===== config.mk =====
export PLATFORM = sky130hd
export DESIGN_NAME = cwc_front
export DESIGN_NICKNAME = d
export VERILOG_FILES = /design/src/design/cwc_pkg.sv /design/src/design/cwc_front.sv
export SDC_FILE = /design/constraint.sdc
export NUM_CORES = 1
export LEC_CHECK = 0
export ABC_CLOCK_PERIOD_IN_PS = 18180
export BUFFER_PORTS_ARGS = -buffer_cell sky130_fd_sc_hd__clkbuf_2
export CAP_MARGIN = 25
export CORE_UTILIZATION = 50
export CTS_CLUSTER_SIZE = 12
export DETAILED_ROUTE_END_ITERATION = 6
export HOLD_SLACK_MARGIN = 0.06
export PLACE_DENSITY = 0.83
export SLEW_MARGIN = 20
export SYNTH_ARGS = -nofsm -noshare
export SYNTH_HDL_FRONTEND = slang
export SYNTH_SLANG_ARGS = --single-unit

===== constraint.sdc =====
create_clock -name clock -period 18.18 [get_ports clock]
set_clock_uncertainty 0.2 [all_clocks]
set_input_delay 2.727 -clock clock [delete_from_list [all_inputs] [get_ports clock]]
set_output_delay 2.727 -clock clock [all_outputs]
set_load 0.02 [all_outputs]

===== src/design/cwc_pkg.sv =====
package cwc_pkg;

   localparam int TableDepth = 4096;
   localparam int AddrWidth = $clog2(TableDepth);
   localparam int CountWidth = AddrWidth + 1;
   localparam int NumWindows = 4;
   localparam int KeyWidth = 40;
   localparam int AttrWidth = 41;
   localparam logic [31:0] CountMax = 32'hFFFF_FFFF;
   localparam logic [15:0] TotalWindowTop = 16'd64000;
   localparam int BinShift = 3;

   typedef enum logic [2:0] {
      REQ_LOAD_ENTRY  = 3'd0,
      REQ_LOAD_WINDOW = 3'd1,
      REQ_FLIGHT      = 3'd2,
      REQ_REPORT      = 3'd3,
      REQ_CLEAR_TABLE = 3'd4
   } req_code_type;

   localparam logic [2:0] CSR_CENTER_X = 3'd0;
   localparam logic [2:0] CSR_CENTER_Y = 3'd1;
   localparam logic [2:0] CSR_RADIUS = 3'd2;
   localparam logic [2:0] CSR_ANGLE_MIN = 3'd3;
   localparam logic [2:0] CSR_ANGLE_MAX = 3'd4;

   // One classified command as it sits in the queue between front and back.
   typedef struct packed {
      logic [2:0]  code;
      logic [39:0] key;
      logic [40:0] attr;
      logic [1:0]  window_index;
      logic [12:0] window_low;
      logic [12:0] window_high;
      logic [15:0] channel;
   } cmd_type;

   typedef struct packed {
      logic [11:0] center_x;
      logic [11:0] center_y;
      logic [12:0] radius;
      logic signed [8:0] angle_min;
      logic signed [8:0] angle_max;
   } csr_type;

endpackage


===== src/design/cwc_front.sv =====
module cwc_front (
   input  logic clock,
   input  logic reset,
   input  logic req_valid,
   output logic req_ready,
   input  logic [2:0] req_type,
   input  logic [15:0] file_number,
   input  logic [23:0] frame_number,
   input  logic [11:0] pos_x,
   input  logic [11:0] pos_y,
   input  logic signed [16:0] axis_angle,
   input  logic [1:0] window_index,
   input  logic [12:0] window_low,
   input  logic [12:0] window_high,
   input  logic [15:0] flight_channel,
   output logic q_valid,
   input  logic q_ready,
   output cwc_pkg::cmd_type q_cmd
);

   // Two-entry queue; unused codes are dropped here.
   cwc_pkg::cmd_type mem_ff [2];
   logic [1:0] fill_ff;
   logic rd_ff, wr_ff;
   logic push, pop, useful;
   cwc_pkg::cmd_type cmd_in;

   always_comb begin
      cmd_in.code = req_type;
      cmd_in.key = {file_number, frame_number};
      cmd_in.attr = {pos_x, pos_y, axis_angle};
      cmd_in.window_index = window_index;
      cmd_in.window_low = window_low;
      cmd_in.window_high = window_high;
      cmd_in.channel = flight_channel;
   end

   assign useful = (req_type <= 3'(cwc_pkg::REQ_CLEAR_TABLE));
   assign req_ready = (fill_ff != 2'd2);
   assign push = req_valid && req_ready && useful;
   assign q_valid = (fill_ff != 2'd0);
   assign pop = q_valid && q_ready;
   assign q_cmd = mem_ff[rd_ff];

   always_ff @(posedge clock) begin
      if (push) mem_ff[wr_ff] <= cmd_in;
      if (reset) begin
         fill_ff <= '0;
         rd_ff <= 1'b0;
         wr_ff <= 1'b0;
      end else begin
         if (push) wr_ff <= !wr_ff;
         if (pop) rd_ff <= !rd_ff;
         fill_ff <= fill_ff + 2'(push) - 2'(pop);
      end
   end

endmodule


== After elaboration in Yosys (flattened, before gate mapping) ==
Memories as Yosys holds them, arrays and structs flattened. A register that Yosys moved wholly into a read port is not among the register bits.
Index checks and enable logic that the tools add are counted.
Word-level totals
  bits in registers: 4
  input port bits: 132
  RAM bits: 256
  word-level logic and storage cells: 18
  memories kept: 1
Memories
  mem_ff: words 2, width 128, rd ports 1, clocked after Yosys merged registers in 1, wr ports 1, line cwc_front.sv:22  | cwc_pkg::cmd_type mem_ff [2];
Cells by class
  muxes and demuxes: 4
  reductions and logical operators: 6
  equal/unequal tests: 1
  add/sub/neg operators: 2
  magnitude comparators: 1
Operator list (number)
  1-bit two-way mux: 4
  3-bit <= comparator (second input constant): 1
  1-bit logical AND: 3
  2-bit by 1-bit adder with 2-bit output: 1
  1-bit logical NOT: 2
  2-bit != test (second input constant): 1
  2-bit nonzero test: 1
  2-bit by 1-bit subtractor with 2-bit output: 1

== Logic depth before layout (Yosys ltp) ==
Gate-level depths: netlist of the first run.
  depth after elaboration: 5
  depth in mapped cells: 8
  gate-level depth less buffers: 8

== Worst setup path after synthesis of the first run ==
No wires, ideal clock.
  kind: input-to-reg
  start: in req_type[1]
  end: mem mem_ff[0][0] (netlist name) (enable)
  path buffers: 0
  stages on the path: 3
  data arrival time: 8324 ps
  slack: 9040 ps
  library setup time: 617 ps
  required time: 17363 ps
  path through: o21ai_1 > nand3_2 > nor2_1
On the way
  cells in the longest elaborated chain, start to end: 4
RTL lines
  start, declared: line cwc_front.sv:6  | input logic [2:0] req_type,
  3-bit <= comparator: line cwc_front.sv:38  | assign useful = (req_type <= 3'(cwc_pkg::REQ_CLEAR_TABLE));
  1-bit logical AND: line cwc_front.sv:40  | assign push = req_valid && req_ready && useful;
  1-bit two-way mux: line cwc_front.sv:46  | if (push) mem_ff[wr_ff] <= cmd_in;
  1-bit two-way mux (implied by the code): line cwc_front.sv:46
  end, declared: line cwc_front.sv:22
Every way passes these cells.

==> impl_metrics.json, run 1 <==
{
  "grt_pass1_wl_um": 26200,
  "cts_tree": "built",
  "detail-route-antenna-nets": 0,
  "crit_fanout": 66,
  "cts_hold_buf": 0,
  "grt_use_total_pct": 17.3,
  "globalRouteOverflowTotal": 0,
  "io_pins": 262,
  "wl_per_cell_um": 18.1,
  "cpPeakStageDelay_ns": 0.85,
  "maxCapViolations": 0,
  "status": "finished, final reports clean",
  "hp-class": "flip-flop to flip-flop",
  "drc": 0,
  "vias_per_cell": 5.15,
  "cp_slowest_cell": "dfxtp_4",
  "synth.avg_cell_area_um2": 22.5,
  "vdd_drop_max_v": 0.000105,
  "dieArea_mm2": 0.0197,
  "core-area_mm2": 0.0187,
  "ys_seq_area_share_pct": 81.6,
  "rsz0062_at_grt": "false",
  "finalSetupTns_ns": 0,
  "powerDensity_mw_per_mm2": 142,
  "drive_above_1_share_pct": 59.8,
  "drt-pass1-iter-count": 4,
  "clk_path_buf_depth": 3,
  "synthesis.nets": 559,
  "slew_viol_final": 0,
  "synth_top_area_share_pct": 80.5,
  "fmax_mhz": 174,
  "numCtsBuffers": 27,
  "worstSetupEndpointType": "output pin",
  "num_rows": 50,
  "via_count": 4930,
  "place_hpwl_um": 11500,
  "setup_viol": 0,
  "antenna_found_initial": 0,
  "nFillCells": 1266,
  "hold_viol": 0,
  "cp.buffers_inverters": 2,
  "ys_ff_latch": 261,
  "die_h_um": 140,
  "cts_root_buffer": "clkbuf_16",
  "drtIter0Drc": 235,
  "ctsHtreeMaxLevel": 1,
  "cp.arrival_ns": 2.82,
  "fin_cells": 957,
  "place_congestion": 0.767,
  "grt_max_degree": 69,
  "maxSlewHeadroom_pct": 39.4,
  "synth_area_leaders": "edfxtp_1, mux2_2, clkbuf_8, dfxtp_1, buf_6",
  "cts.clk_slew.worst_paths_ns": 0.06,
  "cts_sinks": 261,
  "synth_top_area_cell": "edfxtp_1",
  "initial_utilization_pct": 51.1,
  "synthesis.area_mm2": 0.00955,
  "dpl.cell_count": 911,
  "wl_um": 17300,
  "antennaDiodeCount": 0,
  "synthToLayoutAreaGrowth_pct": 23.6,
  "post-route-period-util_pct": 31.6,
  "cts_setup_buffers": 0,
  "tightest_slew_ns": 0.909,
  "cp_cell_sequence": "buf_4 > mux2_2 > clkbuf_2",
  "crit_required_ns": 15.25,
  "critPathKind": "flip-flop to output pin",
  "critical-path-top-delay-family": "buffers and inverters",
  "finalCriticalPeriod_ns": 5.74,
  "ctsResizeCount": 0,
  "leakage_nw": 4.43,
  "start_kind": "flip-flop",
  "die_x_um": 140,
  "synthCells": 425,
  "grt_pass1_vias": 5162,
  "fin_nets": 840,
  "ys.warnings.count": 0,
  "synth_cell_type_count": 18,
  "clock_latency_ns": 0.51,
  "numPortBuffers": 261
}
[cell type report]
type	instances	area (um2)	area share [%]
Clock inverter	7	27.5	0.233
Inverter	2	7.51	0.0636
Multi-Input combinational cell	148	1590	13.5
Tap cell	234	293	2.48
Clock buffer	39	751	6.36
Timing Repair Buffer	266	1340	11.4
Sequential cell	261	7790	66.0
[cell usage after synthesis]
library cell  number
buf_6              6
inv_1              2
and2_1             1
clkbuf_8           8
edfxtp_1         256
o21ai_1            1
dfxtp_1            5
ha_1               2
or2_2              1
xor2_1             1
mux2_2           129
nand2b_2           1
nor2b_1            1
nor3_1             1
o21a_1             1
nand3_2            1
xnor2_1            1
nor2_1             7
[cells in the final DEF, fill, tap and decap left out]
cell,n
and2_1,1
o21a_1,1
nor3_1,1
buf_4,5
nor2b_1,1
or2_2,1
mux2_2,129
xor2_1,1
clkbuf_1,9
nor2_1,5
ha_1,2
dfxtp_4,1
edfxtp_1,256
xnor2_1,1
clkinv_2,1
nand2b_2,1
clkbuf_16,27
clkbuf_8,3
o21ai_1,1
inv_1,2
clkbuf_2,261
dfxtp_1,4
nand3_2,1
nor2_4,2
clkinv_1,6
[per-layer routing]
layer / vias to the layer above / track usage, % / routed length, um
met5: - / 0 / 0
met4: 0 / 6.54 / 471
met3: 36 / 5.20 / 1420
met2: 218 / 30.1 / 8840
met1: 2430 / 20.3 / 6580
li1: 2246 / - / -
[sequential cells by signal, summed over array words and instances, names as in the netlist, named ones only]
name,count
fill_ff,2
wr_ff,1
rd_ff,1
mem_ff,256
[cells by family (layout without fill, tap and decap cells)]
logic type	count (synthesis)	after routing	share of synthesized area [%]
AO/OA/AOI/OAI	2	2	0.131
AND/OR/NAND/NOR	13	13	0.721
multiplexers	129	129	15.2
XOR/XNOR	2	2	0.183
adder cells (fa/ha/maj)	2	2	0.262
flip-flops	261	261	81.6
buffers and inverters	16	314	1.94
[through the flow]
stage	utilization (%)	instance area [um2]	hold WS [ns]	setup WS [ns]	power [mW]
finish	63.1	11800	0.326	12.44	1.68
global route	63.1	11800	0.354	12.22	1.74
global placement	58.9	11000	0.298	12.80	1.20
detailed placement	58.9	11000	0.300	12.65	1.21
CTS	63.1	11800	0.324	12.32	1.70
floorplan	-	9550	0.281	9.04	1.10
[tightest hold or removal path: stages (launching register included)]
cell,delay [ns]
dfxtp_1,0.33
xnor2_1,0.09
nor2_1,0.07
[power breakdown]
part	leakage, nW	switching (mW)	internal (mW)
logic	1.65	0.252	0.174
registers	2.40	0.0346	0.734
clock network	0.378	0.199	0.283
total	4.43	0.486	1.19
[final timing paths]
check | start | end | slack (ns) | cells after the start
worst max-delay path | flip-flop | q_cmd[35] | 12.44 | 3
worst min-delay path | rd_ff | flip-flop | 0.33 | 2
worst max register to register | fill_ff[0] | mem_ff[0][56] | 15.19 | 5
worst min register to register | rd_ff | flip-flop | 0.33 | 2
Note: power is estimated with default switching activity, not from simulation.
==> run 2, diff against run 1 <==
ABC_CLOCK_PERIOD_IN_PS = 5800   (was 18180)
clock period = 5.8 ns   (was 18.18 ns; I/O delays follow)
==> impl_metrics.json, run 2 (same netlist as run 1, synthesis figures left out) <==
{
  "maxSlewHeadroom_pct": 37.0,
  "layout_commonest_cell": "clkbuf_2",
  "highest_layer": "met4",
  "drc": 0,
  "final_cell_mix": "clkbuf_2, edfxtp_1, mux2_2",
  "hp-class": "flip-flop to flip-flop",
  "reg_top3": "mem_ff x256, fill_ff x2",
  "met2_length_um": 8930,
  "worstSetupEndpointType": "output pin",
  "ctsResizeCount": 0,
  "die_h_um": 140,
  "worst-r2r-setup-slack_ns": 3.56,
  "clkPwrFrac_pct": 28.2,
  "cpPeakStageDelay_ns": 0.91,
  "crit_fanout": 65,
  "hold_slack_ns": 0.329,
  "cts_setup_buffers": 0,
  "die_x_um": 140,
  "seqPwrFrac_pct": 46.3,
  "clock_latency_ns": 0.52,
  "largest-register": "mem_ff",
  "nFillCells": 1291,
  "cp_cell_sequence": "buf_12 > mux2_2 > clkbuf_2",
  "cts_root_buffer": "clkbuf_16",
  "critPathKind": "flip-flop to output pin",
  "post-route-period-util_pct": 60.4,
  "clk_path_buf_depth": 3,
  "fin_nets": 840,
  "wl_per_cell_um": 18.5,
  "wl_met1_um": 6630,
  "synthToLayoutAreaGrowth_pct": 23.3,
  "r2r_end": "mem_ff[0][95]",
  "power.share.combinational_pct": 25.5,
  "drt-pass1-iter-count": 4,
  "grt_max_degree": 70,
  "p_total_mw": 5.22,
  "start_kind": "flip-flop",
  "cp.buffers_inverters": 2,
  "leakage_nw": 4.41,
  "critPathCapture": "q_cmd[78]",
  "drtIter0Drc": 193,
  "swShare_pct": 29.3,
  "vdd_drop_max_v": 0.000276,
  "finalCriticalPeriod_ns": 3.50,
  "rsz0062_at_grt": "false",
  "p_sw_mw": 1.53,
  "cp_slowest_cell": "dfxtp_4",
  "cts_tree": "built",
  "route.met3.wl_um": 1400,
  "r2r-start": "fill_ff[0]",
  "drive_above_1_share_pct": 60.0,
  "cts.clk_slew.worst_paths_ns": 0.06,
  "rr_worst_depth": 4,
  "powerDensity_mw_per_mm2": 443,
  "initial_utilization_pct": 51.1,
  "hold_viol": 0,
  "maxCapViolations": 0,
  "largest_reg_flops": 256,
  "cts_sinks": 261,
  "dieArea_mm2": 0.0197,
  "setup_viol": 0,
  "multi_input_area_mm2": 0.00159,
  "via_count": 4852,
  "grt_pass1_vias": 5268,
  "globalRouteOverflowTotal": 0,
  "detail-route-antenna-nets": 0,
  "critical-path-top-delay-family": "flip-flops",
  "place_congestion": 0.752,
  "numPortBuffers": 261,
  "crit_required_ns": 4.73,
  "slew_viol_final": 0,
  "ff_latch_area_mm2": 0.00779,
  "place_hpwl_um": 11700,
  "core-area_mm2": 0.0187,
  "io_pins": 262,
  "status": "finished, final reports clean",
  "numCtsBuffers": 27,
  "tightest_slew_ns": 0.944,
  "crit_cells": 3,
  "grt_use_total_pct": 17.8,
  "antennaDiodeCount": 0,
  "cts_hold_buf": 0,
  "fmax_mhz": 285,
  "p_int_mw": 3.69,
  "grt_pass1_wl_um": 27000,
  "wl_um": 17600,
  "antenna_found_initial": 0,
  "cp.arrival_ns": 2.43,
  "ctsHtreeMaxLevel": 1,
  "whs_path_depth": 2,
  "num_rows": 50,
  "vias_per_cell": 5.10
}
run 2: changes by cell type in the layout (fill, tap and decap cells not counted), sizes merged:
cell / previous run / this run
clkbuf: 300 / 294
inv: 2 / 4
clkinv: 7 / 6
run 2: worst min-delay path: stages, from the launching register on:
cell     delay [ns]
dfxtp_1        0.32
xnor2_1        0.08
nor2_1         0.09
run 2: worst min-delay path by stage:
stage | start | endpoint | slack [ns]
after floorplan | rd_ff | flip-flop | 0.28
after global placement | rd_ff | flip-flop | 0.30
after detailed placement | rd_ff | rd_ff | 0.31
after CTS | file_number[12] | mem_ff[1][121] | 0.31
after global routing | frame_number[4] | mem_ff[1][89] | 0.31
final | rd_ff | rd_ff | 0.33
run 2: per-stage QoR:
step / std cells / instance area [um2] / util, % / setup TNS (ns) / setup WS, ns
detailed placement: 911 / 11000 / 59.0 / 0 / 2.81
global route: 952 / 11800 / 63.0 / 0 / 2.14
finish: 952 / 11800 / 63.0 / 0 / 2.30
CTS: 952 / 11800 / 63.0 / 0 / 2.21
global placement: 911 / 11000 / 59.0 / 0 / 2.86
floorplan: 425 / 9550 / - / -379.76 / -1.48
run 2: cell type report:
cell class	instances	share of cell area [%]
multi-input cells	148	13.5
repair buffers	266	11.5
clock buffers	33	5.93
clock inverters	8	0.351
flip-flops and latches	261	66.1
inverters	2	0.0637
well taps	234	2.49
run 2: routing by layer:
metal,global-route usage (%),vias up
li1,-,2244
met1,19.8,2356
met2,31.2,204
met3,6.05,48
met4,7.29,0
met5,0,-
run 2: power by group through the flow:
stage / Sequential (mW) / Combinational, mW / Clock, mW
final: 2.42 / 1.33 / 1.47
after global routing: 2.44 / 1.41 / 1.58
after CTS: 2.42 / 1.35 / 1.51
after detailed placement: 2.46 / 1.34 / 0
after global placement: 2.44 / 1.31 / 0
after floorplan: 2.41 / 1.03 / 0
==> run 3, diff against run 2 <==
ABC_AREA = 1   (was default)
ABC_CLOCK_PERIOD_IN_PS = 3600   (was 5800)
clock period = 3.6 ns   (was 5.8 ns; I/O delays follow)
==> impl_metrics.json, run 3 <==
{
  "status": "finished, final reports clean",
  "powerDensity_mw_per_mm2": 633,
  "antenna_found_initial": 0,
  "worst-r2r-setup-slack_ns": 1.40,
  "r2r_end": "mem_ff[0][61]",
  "io_pins": 262,
  "synth_ff_type": "edfxtp_1",
  "cts.clk_slew.worst_paths_ns": 0.06,
  "via_count": 5499,
  "setup_viol": 0,
  "synth_top_area_cell": "edfxtp_1",
  "rsz0062_at_grt": "false",
  "largest-register": "mem_ff",
  "die_x_um": 140,
  "drc": 0,
  "min_from": "req_valid",
  "grt_pass1_wl_um": 31200,
  "p_int_mw": 6.02,
  "synth.top_cells.by_count": "edfxtp_1, mux2_2, clkbuf_8, nand2_1, nor2_1",
  "worst_slack_ns": 0.812,
  "drt-pass1-iter-count": 4,
  "slew_viol_final": 0,
  "start_kind": "flip-flop",
  "cpPeakStageDelay_ns": 0.54,
  "finalCriticalPeriod_ns": 2.79,
  "worstSetupEndpointType": "output pin",
  "num_rows": 50,
  "ys_seq_area_share_pct": 81.5,
  "rr_worst_depth": 5,
  "synthToLayoutAreaGrowth_pct": 37.8,
  "synthesis.nets": 568,
  "crit_required_ns": 2.86,
  "clkPwrFrac_pct": 30.3,
  "place_hpwl_um": 11400,
  "ctsResizeCount": 0,
  "vias_per_cell": 5.03,
  "cts_tree": "built",
  "initial_utilization_pct": 51.1,
  "power.share.combinational_pct": 24.7,
  "drtIter0Drc": 245,
  "die_h_um": 140,
  "cp_cell_sequence": "buf_4 > mux2_2 > clkbuf_2",
  "post-route-period-util_pct": 77.4,
  "layout_commonest_cell": "clkbuf_2",
  "hp-class": "primary input to flip-flop",
  "critPathKind": "flip-flop to output pin",
  "synth_edf_count": 256,
  "clk_path_buf_depth": 3,
  "seqPwrFrac_pct": 44.9,
  "yosysMostFrequentCell": "edfxtp_1",
  "largest_reg_flops": 256,
  "synth_area_leaders": "edfxtp_1, mux2_2, clkbuf_8, dfxtp_1, buf_6",
  "wl_um": 20100,
  "numCtsBuffers": 27,
  "fmax_mhz": 359,
  "cp.arrival_ns": 2.05,
  "hold_viol": 0,
  "async_flop_share_pct": 0,
  "tightest_slew_ns": 0.767,
  "wl_per_cell_um": 18.4,
  "p_total_mw": 8.34,
  "p_sw_mw": 2.32,
  "finalSetupTns_ns": 0,
  "dieArea_mm2": 0.0197,
  "grt_use_total_pct": 20.5,
  "clock_latency_ns": 0.51,
  "synthesis.area_mm2": 0.00955,
  "swShare_pct": 27.8,
  "whs_path_depth": 5,
  "cp_slowest_cell": "buf_4",
  "place_congestion": 0.777,
  "synth_top_area_share_pct": 80.5,
  "cts_sinks": 261,
  "numPortBuffers": 261,
  "cp.buffers_inverters": 2,
  "leakage_nw": 5.00,
  "maxSlewHeadroom_pct": 48.9,
  "min_to": "wr_ff",
  "critical-path-top-delay-family": "buffers and inverters",
  "synth.avg_cell_area_um2": 22.0,
  "drive_above_1_share_pct": 49.8,
  "synthCells": 434,
  "grt_max_degree": 76,
  "reg_top3": "mem_ff x256, fill_ff x2",
  "ctsHtreeMaxLevel": 1,
  "hold_slack_ns": 0.257,
  "synth_cell_type_count": 14,
  "ys_ff_latch": 261,
  "core-area_mm2": 0.0187,
  "crit_fanout": 53,
  "detail-route-antenna-nets": 0,
  "globalRouteOverflowTotal": 0,
  "cts_root_buffer": "clkbuf_16",
  "maxCapViolations": 0,
  "final_cell_mix": "clkbuf_2, edfxtp_1, dlygate4sd3_1",
  "ys.warnings.count": 0,
  "pre_cts_ws_ns": 1.10,
  "grt_pass1_vias": 6102,
  "fin_nets": 979,
  "vdd_drop_max_v": 0.000511,
  "r2r-start": "fill_ff[0]"
}
## run 3: cell types whose count changed in the layout (fill, tap and decap cells not counted), sizes merged, moves of 2 or more
cell         before  now
bufinv            0    2
clkbuf          294  298
clkinv            6    4
dlygate4sd3       0  129
inv               4    6
a21oi             0    2
nand2             0    8
## run 3: power by group through the flow
stage | registers (mW) | logic [mW] | clock network (mW)
after floorplan | 3.79 | 1.39 | 0
after global placement | 3.78 | 1.89 | 0
after detailed placement | 3.81 | 1.93 | 0
after CTS | 3.75 | 2.06 | 2.57
after global routing | 3.77 | 2.19 | 2.72
final | 3.75 | 2.06 | 2.53
## run 3: worst max-delay path by stage
| stage | from | endpoint | slack (ns) | cells after the start |
|---|---|---|---|---|
| finish | flip-flop | q_cmd[41] | 0.81 | 3 |
| CTS | flip-flop | q_cmd[19] | 0.80 | 3 |
| global placement | req_type[1] | mem_ff[0][61] | 1.16 | 5 |
| floorplan | req_type[1] | mem_ff[0][0] | 0.14 | 3 |
| global route | flip-flop | q_cmd[41] | 0.73 | 3 |
| detailed placement | req_type[1] | mem_ff[0][50] | 1.10 | 5 |
## run 3: cell families after synthesis
logic type / count (synthesis) / share of synthesized area [%]
buf+inv: 21 / 2.13
mux: 128 / 15.1
xor+xnor: 1 / 0.0917
compound gates: 4 / 0.236
flops: 261 / 81.5
fa+ha+maj: 2 / 0.262
simple gates: 17 / 0.681
## run 3: per-stage QoR
step / instance area, um2 / std cells / util [%]
after global routing: 13200 / 1093 / 70.4
after detailed placement: 11100 / 921 / 59.3
after CTS: 13200 / 1093 / 70.4
final: 13200 / 1094 / 70.4
after floorplan: 9570 / 434 / -
after global placement: 11100 / 921 / 59.3
## run 3: cell type report
type	instances	area (um2)
clock buffer	37	713
fill	1134	5540
timing repair buffer	396	2690
inverter	7	30.0
multi-input combinational	152	1570
sequential	261	7790
clock inverter	6	76.3
antenna	1	2.50
tap	234	293
## run 3: timing repair
action / CTS / global route
hold buffers: 129 / 0
endpoints found under the hold margin: 257 / 0
buffers inserted: 0 / 0
## run 3: metal layers
layer | GRT usage, % | part of all wire [%]
met5 | 0 | 0
met4 | 6.94 | 2.9
met1 | 23.2 | 37
met2 | 38.1 | 54
met3 | 4.68 | 6.2
## run 3: tightest hold or removal path: stages
cell,delay [ns]
clkbuf_2,0.08
inv_1,0.05
a21oi_1,0.06
a21oi_1,0.14
nor2_1,0.06
